[src/sv/efc_pkg.sv]
package efc_pkg;

	localparam int unsigned HdrLen = 18;
	localparam int unsigned CrcEnd = 16;
	localparam int unsigned PosW = 5;
	localparam logic [15:0] CrcPoly = 16'h1021;
	localparam logic [15:0] CrcInit = 16'hFFFF;
	localparam int unsigned AgeW = 63;

	typedef enum logic [1:0] {
		VERDICT_OK    = 2'd0,
		VERDICT_SHORT = 2'd1,
		VERDICT_CRC   = 2'd2,
		VERDICT_STALE = 2'd3
	} verdict_t;

	typedef struct packed {
		logic [7:0]  payload_byte;
		logic        payload_valid;
		logic        frame_done;
		verdict_t    verdict;
		logic [31:0] frame_counter;
		logic        sequence_gap;
	} result_t;

	// CRC-16/CCITT-FALSE, one byte, MSB first
	function automatic logic [15:0] crc16_byte(input logic [15:0] crc, input logic [7:0] b);
		logic [15:0] c;
		c = crc ^ {b, 8'h00};
		for (int i = 0; i < 8; i++) begin
			if (c[15]) begin
				c = {c[14:0], 1'b0} ^ CrcPoly;
			end else begin
				c = {c[14:0], 1'b0};
			end
		end
		return c;
	endfunction

endpackage

[src/sv/efc_frame_eval.sv]
// Per-frame state: byte position, running CRC, header capture, sequence tracking.
// Result logic is combinational on the registered input byte; state commits on step.
module efc_frame_eval (
	input  logic                       clk,
	input  logic                       arst_n,
	input  logic                       step,
	input  logic [7:0]                 data_byte,
	input  logic                       last_byte,
	input  logic signed [63:0]         now_ns,
	input  logic [efc_pkg::AgeW-1:0]   max_age_ns,
	output logic                       has_result,
	output efc_pkg::result_t           result
);

	logic [efc_pkg::PosW-1:0] pos_q;
	logic [15:0]              crc_q;
	logic [31:0]              cnt_q;
	logic [63:0]              ts_q;
	logic [15:0]              hcrc_q;
	logic [31:0]              last_cnt_q;
	logic                     seen_q;

	logic                     is_payload;
	logic [15:0]              crc_next;
	logic [15:0]              hcrc_next;
	logic                     too_short;
	logic                     crc_bad;
	logic [64:0]              age;
	logic                     stale;
	logic                     accepted;
	efc_pkg::verdict_t        verdict;

	assign is_payload = pos_q == efc_pkg::PosW'(efc_pkg::HdrLen);

	always_comb begin
		crc_next = crc_q;
		if (pos_q < efc_pkg::PosW'(efc_pkg::CrcEnd) || is_payload) begin
			crc_next = efc_pkg::crc16_byte(crc_q, data_byte);
		end
		hcrc_next = hcrc_q;
		if (pos_q == efc_pkg::PosW'(efc_pkg::CrcEnd)) begin
			hcrc_next = {hcrc_q[15:8], data_byte};
		end else if (pos_q == efc_pkg::PosW'(efc_pkg::CrcEnd + 1)) begin
			hcrc_next = {data_byte, hcrc_q[7:0]};
		end
	end

	// exact signed difference, one extra bit
	assign age       = {now_ns[63], now_ns} - {ts_q[63], ts_q};
	assign too_short = pos_q < efc_pkg::PosW'(efc_pkg::HdrLen - 1);
	assign crc_bad   = crc_next != hcrc_next;
	assign stale     = (max_age_ns != '0) && !age[64] && (age[63:0] > {1'b0, max_age_ns});

	always_comb begin
		if (too_short) begin
			verdict = efc_pkg::VERDICT_SHORT;
		end else if (crc_bad) begin
			verdict = efc_pkg::VERDICT_CRC;
		end else if (stale) begin
			verdict = efc_pkg::VERDICT_STALE;
		end else begin
			verdict = efc_pkg::VERDICT_OK;
		end
	end

	assign accepted   = last_byte && (verdict == efc_pkg::VERDICT_OK);
	assign has_result = last_byte || is_payload;

	always_comb begin
		result.payload_byte  = is_payload ? data_byte : 8'h00;
		result.payload_valid = is_payload;
		result.frame_done    = last_byte;
		result.verdict       = last_byte ? verdict : efc_pkg::VERDICT_OK;
		result.frame_counter = (last_byte && !too_short) ? cnt_q : 32'h0;
		result.sequence_gap  = accepted && seen_q && (cnt_q != last_cnt_q + 32'd1);
	end

	always_ff @(posedge clk or negedge arst_n) begin
		if (!arst_n) begin
			pos_q      <= '0;
			crc_q      <= efc_pkg::CrcInit;
			cnt_q      <= '0;
			ts_q       <= '0;
			hcrc_q     <= '0;
			last_cnt_q <= '0;
			seen_q     <= 1'b0;
		end else if (step) begin
			if (last_byte) begin
				pos_q  <= '0;
				crc_q  <= efc_pkg::CrcInit;
				cnt_q  <= '0;
				ts_q   <= '0;
				hcrc_q <= '0;
				if (accepted) begin
					last_cnt_q <= cnt_q;
					seen_q     <= 1'b1;
				end
			end else begin
				if (!is_payload) begin
					pos_q <= pos_q + 1'b1;
				end
				crc_q  <= crc_next;
				hcrc_q <= hcrc_next;
				if (pos_q >= 5'd4 && pos_q < 5'd8) begin
					cnt_q[{pos_q[1:0], 3'b000} +: 8] <= data_byte;
				end
				if (pos_q >= 5'd8 && pos_q < efc_pkg::PosW'(efc_pkg::CrcEnd)) begin
					ts_q[{pos_q[2:0], 3'b000} +: 8] <= data_byte;
				end
			end
		end
	end

	a_pos_sat: assert property (@(posedge clk) disable iff (!arst_n)
		pos_q <= efc_pkg::PosW'(efc_pkg::HdrLen))
		else $error("byte position past header length");

	a_frame_clear: assert property (@(posedge clk) disable iff (!arst_n)
		step && last_byte |=> pos_q == '0 && crc_q == efc_pkg::CrcInit)
		else $error("frame state not cleared after last byte");

	a_seen_rise: assert property (@(posedge clk) disable iff (!arst_n)
		$rose(seen_q) |-> $past(step && last_byte))
		else $error("sequence state set outside a frame end");

endmodule

[config.mk]
export PLATFORM = sky130hd
export DESIGN_NAME = efc_frame_eval
export DESIGN_NICKNAME = d
export VERILOG_FILES = /design/src/sv/efc_pkg.sv /design/src/sv/efc_frame_eval.sv
export SDC_FILE = /design/constraint.sdc
export NUM_CORES = 1
export LEC_CHECK = 0
export ABC_AREA = 1
export BUFFER_PORTS_ARGS = -buffer_cell sky130_fd_sc_hd__buf_2
export CORE_MARGIN = 2
export CORE_UTILIZATION = 52
export CTS_BUF_LIST = sky130_fd_sc_hd__clkbuf_4 sky130_fd_sc_hd__clkbuf_8
export CTS_CLUSTER_SIZE = 28
export DETAILED_ROUTE_END_ITERATION = 16
export GPL_TIMING_DRIVEN = 0
export MAX_ROUTING_LAYER = met4
export PLACE_DENSITY = 0.7
export SLEW_MARGIN = 20
export SYNTH_ARGS = -nofsm -noshare
export SYNTH_HDL_FRONTEND = slang
export SYNTH_SLANG_ARGS = --single-unit
[constraint.sdc]
create_clock -name clk -period 14.2 [get_ports clk]
set_clock_uncertainty 0.15 [all_clocks]
set_input_delay 2.13 -clock clk [delete_from_list [all_inputs] [get_ports clk]]
set_output_delay 2.13 -clock clk [all_outputs]
set_load 0.03 [all_outputs]
# Word level (Yosys, flattened, before mapping)
# Index checks and enable logic that the tools add are counted.
[word_totals]
mem_bits_ro = 0
latch_bits = 0
mem_count = 0
mem_bits_rw = 0
output_inout_bits = 46
regBits = 166
word_cells = 91
[op_classes]
bitwise_logic = 9
muxes = 34
mul = 0
eq_ne = 6
n_addsub = 5
shifts = 4
reduce_logical = 20
n_lt_le_gt_ge = 6
div_mod_pow = 0
[ops]
columns = ["op", "n"]
rows = [
  ["16-bit 2-to-1 mux", 12],
  ["64-bit 2-to-1 mux", 2],
  ["13-bit 2-to-1 mux", 8],
  ["32-bit 2-to-1 mux", 3],
  ["64-bit by 64-bit subtractor with 65-bit output", 1],
  ["64-bit bitwise mux", 1],
  ["64-bit by 63-bit > comparator with 1-bit output", 1],
  ["8-bit by 8-bit variable shift with 64-bit output (first input constant)", 1],
  ["8-bit by 8-bit indexed part select with 64-bit output", 1],
  ["63-bit nonzero test", 1],
  ["32-bit by 1-bit adder with 32-bit output (second input constant)", 1],
  ["32-bit bitwise mux", 1],
  ["32-bit inequality test", 1],
  ["8-bit by 7-bit variable shift with 32-bit output (first input constant)", 1],
  ["8-bit by 7-bit indexed part select with 32-bit output", 1],
  ["3-bit NOT", 8],
  ["16-bit inequality test", 1],
  ["16-bit XOR", 1],
  ["5-bit == test (second input constant)", 3],
  ["5-bit < comparator (second input constant)", 2],
  ["5-bit 2-to-1 mux", 2],
  ["1-bit logical AND", 8],
  ["2-bit 2-to-1 mux", 4],
  ["8-bit 2-to-1 mux", 1],
  ["other kinds (13)", 18],
]

# Depth between registers and ports, before layout
[logic_depth]
word_depth = 32
mapped_depth = 36
ltp_nobuf = 35

# Least setup slack after synthesis
# OpenSTA, ideal clock, no wires.
[synth_path]
path_kind = "input-to-output"
start = "input port now_ns[0]"
end = "output port result[33] (netlist name)"
cell_stages = 30
path_slack_ns = 5.993
arrival_time_ns = 5.927
required_time_ns = 11.920
cell_sequence = "inv_1 -> ha_1 -> inv_1 -> fa_1 -> nand2_1 -> nand2_1 -> nand3_1 -> nand2_1 -> a21oi_1 -> o21ai_0 -> a21boi_0 -> o21ai_0 -> nand2_1 -> nand2_1 -> nand4_1 -> nand2_1 -> nand2_1 -> nand2_1 -> ha_1 -> nand4_1 -> nor3_1 -> nand4_1 -> inv_1 -> nand2_1 -> nand3_1 -> a21oi_1 -> nand2_1 -> nand4_1 -> nand2b_1 -> a21oi_1"
[synth_rtl]
columns = ["element", "line_no", "rtl"]
rows = [
  ["from (decl)", "efc_frame_eval.sv:9", "input logic signed [63:0] now_ns,"],
  ["to (decl)", "efc_frame_eval.sv:12", "output efc_pkg::result_t result"],
]

==> results.toml <==
[run_status]
status = "finished, final reports clean"

[place]
portBuffers = 182
place_inst = 2789
routabilityCongestion = 0.9627
dp_hpwl_um = 36900

[cts]
cts_resized = 0
htreeDepth = 4
cts.sinks = 166
cts_hold_buf = 0
clk_pin_slew_worst_paths_ns = 0.09
tritoncts = "yes"
cts_max_path_buffers = 2
post_cts_buffers = 0
cts_buffers = 17
cts_root_buffer = "clkbuf_8"
worstSkewPairLatency_ns = 0.48

[pwr]
ir_drop_uv = 65.17
power_density_mw_per_mm2 = 105.4
power_leakage_nw = 8.656

[logic_synthesis]
syn_avg_cell_area_sq_um = 6.694
ys_top_cells_by_count = "nand2_1 (575), inv_1 (374), nor2_1 (223)"
synth.area.top_cells = "dfrtp_1 (25%), nand2_1 (14%), ha_1 (11%), inv_1 (9.4%), nor2_1 (5.6%)"
synth-seq-cells = 166
synth_top_family_by_area = "simple AND/OR/NAND/NOR gates"
synth-edff-count = 0
postSynthCellCount = 2228
synth-xor-area-share = 0.07257
yosysSeqAreaShare = 0.2799
synthArstFlopShare = 1.000
synthAdderAreaFrac = 0.1146
yosysWarnings = 0
synth.most_common_cell = "nand2_1"
synth.top_cell.area_share = 0.2517
synth_compound_area_frac = 0.1435
syn_area_sq_mm = 0.01491
synth_flop_cell = "dfrtp_1"
synth_mux_area_frac = 0
synth_simple_gate_area_frac = 0.2815
yosysUniqueCellTypes = 49
post-synth-top-area-cell = "dfrtp_1"
synthesis.nets = 2503

[grt]
track_usage = 0.3109
grt_max_degree = 92
grt_first_pass_wirelength_um = 72760
grt-ovfl-total = 0
antenna_found_initial = 0
first_global_vias = 14210

[routing]
num_vias = 15470
drt-initial-drc-count = 1310
routed_via_density = 5.484
drt-total-wl_um = 45690
drc = 0
postRouteAntennaNets = 0
routedWlPerCell_um = 16.20
first_pass_iters = 6

[floorplanning]
num_io_pins = 185
core_sq_mm = 0.02801
initial_core_util = 0.5325
rows = 61
die_w_um = 173.4
dieHeight_um = 173.4
fp.dieArea_sq_mm = 0.03005

[timing]
finalMaxSlewViolations = 0
holdWs_ns = 0.3326
rsz0062_at_grt = "no"
min_period_ns = 9.457
hold_viol = 0
period_share = 0.6660
setup_viol = 0
worstMarginPinSlew_ns = 0.9659
fin_setup_tns_ns = 0
max_freq_mhz = 105.7
slew-limit-headroom = 0.3502

[worst_hold_path]
hp-class = "register to register"

[critical_path]
cp.arrival_ns = 7.18
worstPathRequired_ns = 11.92
critPathCaptureType = "output pin"
cpPeakStageDelay_ns = 0.40
path_delay_family = "simple AND/OR/NAND/NOR gates"
slowest_stage = "fa_1"
cp_max_fo = 4
crit_top_cell = "nand2_1"
worstSetupStartpointType = "primary input"
critPathKind = "primary input to output pin"
cp.buffers_inverters = 5

[final_layout]
final_cells = 2821
diodes = 0
syn_to_final_growth_pct = 12.13
nets = 2705
fillerInstances = 2826
drive_gt1_frac = 0.1093

[flow_run]
cap_violations = 0
## final cells by class
cell class                 instances  area (sq um)  area share
multi-input combinational       1646          9135      0.5462
sequential                       166          4174      0.2496
inverter                         380          1426     0.08529
timing repair buffer             183         948.4     0.05671
tap                              378         473.0     0.02828
clock buffer                      18         241.5     0.01444
buffer                            36         183.9     0.01100
clock inverter                    14         141.4    0.008454
## power by group
part,switching (W),internal (W)
sequential,0.0000282,0.000528
combinational,0.000555,0.000308
clock,0.000199,0.000145
## layer usage
layer	GRT usage	wire length, um
met1	0.4351	21130
met2	0.4842	20880
met3	0.03596	2941
met4	0.06921	733
met5	-	0
## tightest hold or removal path: cells and delay by family, from the launching register on
family | cells | cell delay, ns
and+or+nand+nor | 1 | 0.06
buffers and inverters | 1 | 0.04
DFF | 1 | 0.36
## logic make-up after synthesis
| kind of cell | after synthesis |
|---|---|
| flops | 166 |
| simple gates | 1008 |
| buf+inv | 416 |
| compound gates | 380 |
| fa+ha+maj | 136 |
| xor+xnor | 122 |
## flip-flops by register name (all words and copies together) (netlist names)
| register | count |
|---|---|
| last_cnt_q | 32 |
| ts_q | 64 |
| cnt_q | 32 |
| pos_q | 5 |
| crc_q | 16 |
| hcrc_q | 16 |
| seen_q | 1 |
## through the flow
stage          utilization  cell area, sq um  setup WS [ns]  total power [W]
6_report            0.5970             16720          4.743         0.001763
5_1_grt             0.5970             16720          4.222         0.001910
4_1_cts             0.5969             16720          4.766         0.001758
3_5_place_dp        0.5832             16340          4.797         0.001410
3_3_place_gp        0.5819             16300          4.834         0.001388
2_1_floorplan            -             14910          5.993         0.001179
## worst paths after layout
| check | start | end | slack (ns) | cells past startpoint |
|---|---|---|---|---|
| setup / recovery | now_ns[0] | result[33] | 4.74 | 32 |
| hold / removal | seen_q | seen_q | 0.33 | 2 |
| hold reg to reg | seen_q | seen_q | 0.33 | 2 |
| setup reg to reg | ts_q[0] | last_cnt_q[7] | 8.66 | 30 |
| max in group asynchronous | arst_n | crc_q[4] | 11.49 | 2 |
| min in group asynchronous | arst_n | ts_q[61] | 1.52 | 1 |
## layout by cell type (no fill, tap or decap), drive strengths merged, types with 5 or more instances in the layout
master  count
nand2     577
or2         6
xor2       77
o22ai      68
a22oi       6
ha        135
nand4      39
nor4       17
inv       384
nor2      225
nor3       25
nand3b      5
a21o        9
xnor2      44
dfstp      16
buf       199
nand3     105
clkinv      5
clkbuf     38
o21bai     16
a21oi     122
dfrtp     150
a31oi      18
and3        5
o21ai     127
No activity file was read; power rests on OpenSTA's default activity.
